File: src/rtl/ptpr_pkg.sv
// Shared types and constants for the planar tile pixel renderer.
// Store sizes, config register layout, command codes and the front-to-back queue item.
// No dependencies.
`timescale 1ns / 1ps

package ptpr_pkg;

	localparam int GFX_BYTES       = 32768;
	localparam int PALETTE_ENTRIES = 256;
	localparam int GFX_AW          = $clog2(GFX_BYTES);
	localparam int GFX_WAW         = GFX_AW - 1;
	localparam int GFX_WORDS       = GFX_BYTES / 2;
	localparam int PAL_AW          = $clog2(PALETTE_ENTRIES);

	localparam int QUEUE_DEPTH = 2;
	localparam int QUEUE_AW    = $clog2(QUEUE_DEPTH);
	localparam int QUEUE_CW    = $clog2(QUEUE_DEPTH + 1);

	localparam logic [1:0] CMD_GFX_WR = 2'd0;
	localparam logic [1:0] CMD_PAL_WR = 2'd1;
	localparam logic [1:0] CMD_RENDER = 2'd2;

	localparam logic [1:0] CFG_TWO_BPP    = 2'd0;
	localparam logic [1:0] CFG_ZERO_TRANS = 2'd1;
	localparam logic [1:0] CFG_TILE_LIMIT = 2'd2;
	localparam logic [1:0] CFG_FILL_COLOR = 2'd3;

	localparam logic [10:0] TILE_LIMIT_RST = 11'd768;
	localparam logic [31:0] FILL_COLOR_RST = 32'hFF14141E;

	typedef struct packed {
		logic        two_bpp;
		logic        zero_transparent;
		logic [10:0] tile_limit;
		logic [31:0] fill_color;
	} cfg_t;

	typedef enum logic [1:0] {
		OP_GFX_WR,
		OP_PAL_WR,
		OP_RENDER
	} op_t;

	typedef struct packed {
		op_t                op;
		logic [GFX_WAW-1:0] gfx_waddr;
		logic               gfx_lane;
		logic [7:0]         gfx_data;
		logic [PAL_AW-1:0]  pal_idx;
		logic [14:0]        pal_color;
		logic [GFX_WAW-1:0] tile_word;
		logic [2:0]         pal_row;
		logic               xflip;
		logic               yflip;
		logic               skip;
	} q_item_t;

endpackage

File: src/rtl/ptpr_front.sv
// Front end: accepts command beats, queues decoded known ones for the back end.
// Depends on ptpr_pkg.
`timescale 1ns / 1ps

module ptpr_front (
	input  logic               clk,
	input  logic               arst_n,
	input  ptpr_pkg::cfg_t     cfg,
	input  logic               in_valid,
	output logic               in_ready,
	input  logic [1:0]         cmd,
	input  logic [14:0]        gfx_address,
	input  logic [7:0]         gfx_byte,
	input  logic [7:0]         palette_index,
	input  logic [14:0]        palette_color,
	input  logic [15:0]        tile_entry,
	input  logic               visible,
	output logic               q_valid,
	output ptpr_pkg::q_item_t  q_item,
	input  logic               q_pop
);
	import ptpr_pkg::*;

	q_item_t               fifo_q [QUEUE_DEPTH];
	logic [QUEUE_AW-1:0]   wr_ptr_q;
	logic [QUEUE_AW-1:0]   rd_ptr_q;
	logic [QUEUE_CW-1:0]   count_q;
	q_item_t               item;
	logic                  is_op;
	logic                  push;
	logic                  pop;
	logic [31:0]           addr32;
	logic [31:0]           tword32;
	logic [9:0]            tile;

	always_comb begin
		addr32  = 32'(gfx_address);
		tile    = tile_entry[9:0];
		tword32 = cfg.two_bpp ? (32'(tile) << 3) : (32'(tile) << 4);
		item.op        = OP_RENDER;
		item.gfx_waddr = addr32[GFX_AW-1:1];
		item.gfx_lane  = addr32[0];
		item.gfx_data  = gfx_byte;
		item.pal_idx   = palette_index[PAL_AW-1:0];
		item.pal_color = palette_color;
		item.tile_word = tword32[GFX_WAW-1:0];
		item.pal_row   = tile_entry[12:10];
		item.xflip     = tile_entry[14];
		item.yflip     = tile_entry[15];
		item.skip      = !visible || ({1'b0, tile} >= cfg.tile_limit);
		is_op          = 1'b1;
		case (cmd)
			CMD_GFX_WR: item.op = OP_GFX_WR;
			CMD_PAL_WR: item.op = OP_PAL_WR;
			CMD_RENDER: item.op = OP_RENDER;
			default:    is_op = 1'b0;
		endcase
	end

	assign in_ready = (count_q != QUEUE_CW'(QUEUE_DEPTH));
	assign push     = in_valid && in_ready && is_op;
	assign q_valid  = (count_q != '0);
	assign pop      = q_pop && q_valid;
	assign q_item   = fifo_q[rd_ptr_q];

	always_ff @(posedge clk or negedge arst_n) begin
		if (!arst_n) begin
			wr_ptr_q <= '0;
			rd_ptr_q <= '0;
			count_q  <= '0;
		end else begin
			if (push) begin
				wr_ptr_q <= (wr_ptr_q == QUEUE_AW'(QUEUE_DEPTH - 1)) ? '0 : wr_ptr_q + 1'b1;
			end
			if (pop) begin
				rd_ptr_q <= (rd_ptr_q == QUEUE_AW'(QUEUE_DEPTH - 1)) ? '0 : rd_ptr_q + 1'b1;
			end
			if (push && !pop) begin
				count_q <= count_q + 1'b1;
			end else if (pop && !push) begin
				count_q <= count_q - 1'b1;
			end
		end
	end

	always_ff @(posedge clk) begin
		if (push) begin
			fifo_q[wr_ptr_q] <= item;
		end
	end

endmodule

File: config.mk
export PLATFORM = sky130hd
export DESIGN_NAME = ptpr_front
export DESIGN_NICKNAME = d
export VERILOG_FILES = /design/src/rtl/ptpr_pkg.sv /design/src/rtl/ptpr_front.sv
export SDC_FILE = /design/constraint.sdc
export NUM_CORES = 1
export LEC_CHECK = 0
export ABC_AREA = 1
export BUFFER_PORTS_ARGS = -buffer_cell sky130_fd_sc_hd__buf_2
export CAP_MARGIN = 10
export CORE_AREA = 4 4 153 81
export CTS_CLUSTER_DIAMETER = 80
export CTS_CLUSTER_SIZE = 30
export DETAILED_ROUTE_END_ITERATION = 8
export DIE_AREA = 0 0 157 85
export PLACE_DENSITY = 0.85
export SLEW_MARGIN = 30
export SYNTH_ARGS = -nofsm -noshare
export SYNTH_HDL_FRONTEND = slang
export SYNTH_SLANG_ARGS = --single-unit
File: constraint.sdc
create_clock -name clk -period 6.1 [get_ports clk]
set_clock_uncertainty 0.05 [all_clocks]
set_input_delay 0.305 -clock clk [delete_from_list [all_inputs] [get_ports clk]]
set_output_delay 0.305 -clock clk [all_outputs]
set_load 0.02 [all_outputs]
-- Word-level counts from Yosys, hierarchy flattened
Memory sizes are Yosys's and may differ from the RTL's.
Index checks and enable logic that the tools add are counted.
W data, S select, Z words.
- input bits: 114
- output and inout port bits: 70
- bits in latches: 0
- memory bits (writable): 136
- word-level logic and storage cells: 34
- bits in registers: 4
- memory bits (read-only): 0
- memories: 1
- memory list (name ; depth ; width ; read ports ; clocked after memory_dff ; write ports ; line ; text):
    fifo_q ; 2 ; 68 ; 1 ; 0 ; 1 ; ptpr_front.sv:24 ; q_item_t fifo_q [QUEUE_DEPTH];
- reductions and logical operators: 13
- add/sub/neg operators: 4
- bitwise gates (word level): 0
- multiply operators: 0
- divide/modulo/power cells: 0
- shift operators: 0
- order comparisons: 1
- mux-type cells: 9
- eq/ne operators: 3
- operators by type and width (cell ; count):
    $mux W14 ; 1
    $ge A10 B11 Y1 ; 1
    $logic_and A1 B1 Y1 ; 5
    $mux W1 ; 5
    $mux W2 ; 2
    $pmux W2 S2 ; 1
    $reduce_bool A2 Y1 ; 2
    $logic_not A1 Y1 ; 3
    $reduce_or A3 Y1 ; 1
    $add A1 B1 Y1 const B ; 2
    $add A2 B1 Y2 const B ; 1
    $eq A2 B1 Y1 const B ; 1
    $eq A2 B2 Y1 const B ; 1
    $logic_not A2 Y1 ; 1
    $ne A2 B2 Y1 const B ; 1
    $sub A2 B1 Y2 const B ; 1
    $logic_or A1 B1 Y1 ; 1

-- Logic depth before layout (Yosys ltp)
- depth in word-level cells: 8
- gate-level depth with buffers: 8
- depth with buffers taken out: 8

-- Least setup slack after synthesis
Ideal clock, no wire load.
- kind: register -> register
- start point: register count_q[0]
- end point: memory fifo_q[1][0] (netlist bit), enable pin
- slack: 2.088 ns
- data required time: 5.560 ns
- cell stages (with the launch flop): 5
- period minus slack after synthesis: 4.012 ns
- setup time: 0.490 ns
- path buffers: 0
- arrival time: 3.472 ns
- cell sequence: dfrtp_1 > inv_1 > nand2_1 > nand3_2 > nor2_1
- longest elaborated chain between the ends: 5
- RTL lines (element ; line ; text):
    start: declaration ; ptpr_front.sv:27 ; logic [QUEUE_CW-1:0] count_q;
    start signal: assignment ; ptpr_front.sv:79 ; count_q <= count_q + 1'b1;
    start signal: assignment ; ptpr_front.sv:81 ; count_q <= count_q - 1'b1;
    $ne A2 B2 Y1 ; ptpr_front.sv:60 ; assign in_ready = (count_q != QUEUE_CW'(QUEUE_DEPTH));
    net in_ready ; ptpr_front.sv:10 ; output logic in_ready,
    $logic_and A1 B1 Y1 (2 in series) ; ptpr_front.sv:61 ; assign push = in_valid && in_ready && is_op;
    $mux W1 ; ptpr_front.sv:87 ; if (push) begin
    $mux W1 (not written as such) ; ptpr_front.sv:88 ; fifo_q[wr_ptr_q] <= item;
    end: declaration ; ptpr_front.sv:24 ;
The timed path passes the listed nets, and every way through them passes these cells.

-- Worst setup path after layout
- start point: register count_q[0]
- end point: memory fifo_q[1][47] (netlist bit), enable pin
- longest elaborated chain between the ends: 5
- RTL lines (element ; line):
    $ne A2 B2 Y1 ; ptpr_front.sv:60
    $logic_and A1 B1 Y1 (2 in series) ; ptpr_front.sv:61
    $mux W1 ; ptpr_front.sv:87
    $mux W1 (not written as such) ; ptpr_front.sv:88
No other way between the ends.

==> flow_summary.yaml <==
synth:
  synthFlopType: "edfxtp_1"
  synth_top_area_share_pct: 72.1
  yosysUniqueCellTypes: 18
  netlist_top_cells_count: "nand2_1, edfxtp_1, inv_1, nor2_1, ha_1"
  async_flop_share_pct: 2.99
  synth_area_leader_cell: "edfxtp_1"
  synth_area_leaders: "edfxtp_1, nand2_1, ha_1"
  ys_ff_latch: 134
  syn-instance-count: 452
  ys_seq_area_share_pct: 74.0
  yosysMostFrequentCell: "nand2_1"
  synth_warnings: 0
  synth_edf_count: 130
  syn_avg_cell_area_um2: 12.0
  synth.cell_area_mm2: 0.00541
placement:
  post_dp_cell_area_mm2: 0.00623
  dp_hpwl_um: 7210
  port_buffers: 146
  finalWeightedCongestion: 0.765
drt:
  wirelength_um: 10900
  post_drt_via_cell_ratio: 4.74
  antenna_left: 0
  drc_errors: 0
  drt-wirelength-per-cell_um: 14.3
  drt_iter0_markers: 181
  vias: 3607
  drtPass1Iterations: 5
clock_network:
  clk_path_buf_depth: 2
  numCtsBuffers: 17
  cts_root_buf: "clkbuf_16"
  postCtsResizedCells: 0
  post_cts_buffers: 0
  cts.sinks: 134
  path_clk_slew_ps: 60
  htreeDepth: 4
  clk-insertion-delay-late_ps: 400
  ctsHoldBuffers: 1
  cts_tree: "yes"
power:
  power_frac_seq_pct: 36.8
  powerDensity_mw_per_mm2: 496
  leakage_nw: 3.13
  comb_power_share_pct: 31.6
  pwr-share-clk_pct: 31.6
  power.internal_mw: 2.23
  peakVddDrop_mv: 0.208
  power_switching_mw: 1.17
  switching_share_pct: 34.4
critical_path:
  start_kind: "register"
  worst_ep_arrival_time_ps: 2160
  worstSetupEndpointType: "register"
  reg2reg_depth: 5
  path_class: "reg -> reg"
  timing.critical_path.from: "count_q[0]$_DFFE_PN0P_"
  crit_fanout: 54
  cp.required_ps: 6080
  rr_startpoint: "count_q[0]$_DFFE_PN0P_"
grt:
  antenna_found_initial: 0
  grt_overflow: 0
  met1_usage_pct: 17.9
  grt_max_degree: 67
  gr-usage-met2_pct: 30.8
  globalRouteMet3Util_pct: 3.36
  grt_pass1_wl_um: 17100
  grt_use_total_pct: 16.6
  grt.busiest_layer: "met2"
  first_global_vias: 3624
die:
  coreArea_mm2: 0.0109
  rows: 27
  start_util_pct: 49.6
  die_w_um: 157
  fp.dieH_um: 85
  ios: 184
  dieArea_mm2: 0.0133
timing:
  drv_slew: 0
  setup_violations: 0
  period_minus_slack_ps: 2170
  hold_violations: 0
  holdWs_ps: 33.1
  setup_tns_ps: 0
  tightestPinTransition_ps: 727
  max_freq_ghz: 0.460
  rsz0062_at_grt: "no"
  relSlewSlack_pct: 51.5
  finalCritPeriodShare_pct: 35.6
cells_and_area:
  postLayoutCellArea_mm2: 0.00687
  area_growth_pct: 27.0
  antenna_cells: 0
  drive_above_1_share_pct: 29.9
  nNetsFinal: 728
  finish.utilization_pct: 63.0
hold_path:
  hp-class: "in -> reg"
  worstHoldPathCells: 1
  min_from: "gfx_address[7]"
flow_run:
  max-cap-violations: 0
run_status:
  status: "completed"
==> state kept, by name, indices dropped and copies added (netlist names) <==
register  cells
rd_ptr_q      1
wr_ptr_q      1
count_q       2
fifo_q      130
==> cell families (layout without fill, tap and decap cells) <==
group           after synthesis  in the layout  synth area share (%)
buf+inv                      52            214                  4.95
other cells                   1              3                0.0693
simple gates                236            236                  16.5
mux                           1              1                 0.208
xor+xnor                      3              3                 0.486
flops                       134            134                  74.0
fa+ha+maj                    11             11                  2.54
compound gates               14             14                  1.29
==> metrics by stage <==
stage,power (mW),setup WS (ps),instances
floorplan,2.03,2090,454
global placement,2.34,3980,728
detailed placement,2.37,3930,728
CTS,3.45,3890,761
global route,3.59,3750,761
finish,3.41,3930,761
==> power groups by stage <==
stage	clock network (mW)	registers, mW	logic, mW
floorplan	0	1.27	0.760
finish	1.08	1.25	1.08
detailed placement	0	1.27	1.10
global route	1.14	1.27	1.18
global placement	0	1.26	1.08
CTS	1.09	1.25	1.10
==> worst max-delay path, stage by stage (launching register included) <==
cell and delay (ps):
dfrtp_1 360, inv_1 80, nand2_1 100, nand3_2 140, nor2_4 360, buf_4 650
==> layout by cell type (no fill, tap or decap) <==
| cell | count |
|---|---|
| clkbuf_16 | 17 |
| clkbuf_1 | 3 |
| xnor2_1 | 1 |
| mux2_2 | 1 |
| nor2_4 | 2 |
| dfrtp_1 | 3 |
| clkinv_2 | 2 |
| dlygate4sd3_1 | 1 |
| clkinvlp_4 | 2 |
| inv_4 | 1 |
| dfrtp_2 | 1 |
| a21oi_1 | 9 |
| o21ai_0 | 5 |
| xor2_1 | 2 |
| nand2_1 | 223 |
| edfxtp_1 | 130 |
| buf_2 | 146 |
| conb_1 | 3 |
| clkbuf_8 | 4 |
| buf_4 | 3 |
| inv_1 | 31 |
| nand3_2 | 1 |
| nor2_1 | 10 |
| bufinv_16 | 4 |
| ha_1 | 11 |
==> cell type report <==
type	instances	area, um^2
fill	832	4040
sequential	134	4010
multi-input combinational	268	1160
timing repair buffer	150	763
clock buffer	24	492
tap	145	181
clock inverter	8	145
inverter	32	123
==> worst paths after layout <==
check                                          endpoint  slack (ps)
worst max-delay path            fifo_q[1][47]$_DFFE_PP_        3930
worst min register to register   count_q[0]$_DFFE_PN0P_         430
worst min-delay path            fifo_q[1][58]$_DFFE_PP_          30
max in group asynchronous          rd_ptr_q$_DFFE_PN0P_        5670
min in group asynchronous        count_q[0]$_DFFE_PN0P_         190
worst max register to register  fifo_q[1][47]$_DFFE_PP_        3930
==> layer usage <==
| metal | up-vias | share of wire, % |
|---|---|---|
| met2 | 88 | 54 |
| met4 | 0 | 2.8 |
| li1 | 1785 | - |
| met3 | 27 | 4.2 |
| met1 | 1707 | 39 |
| met5 | - | 0 |
Power figures use the tool's default switching activity.
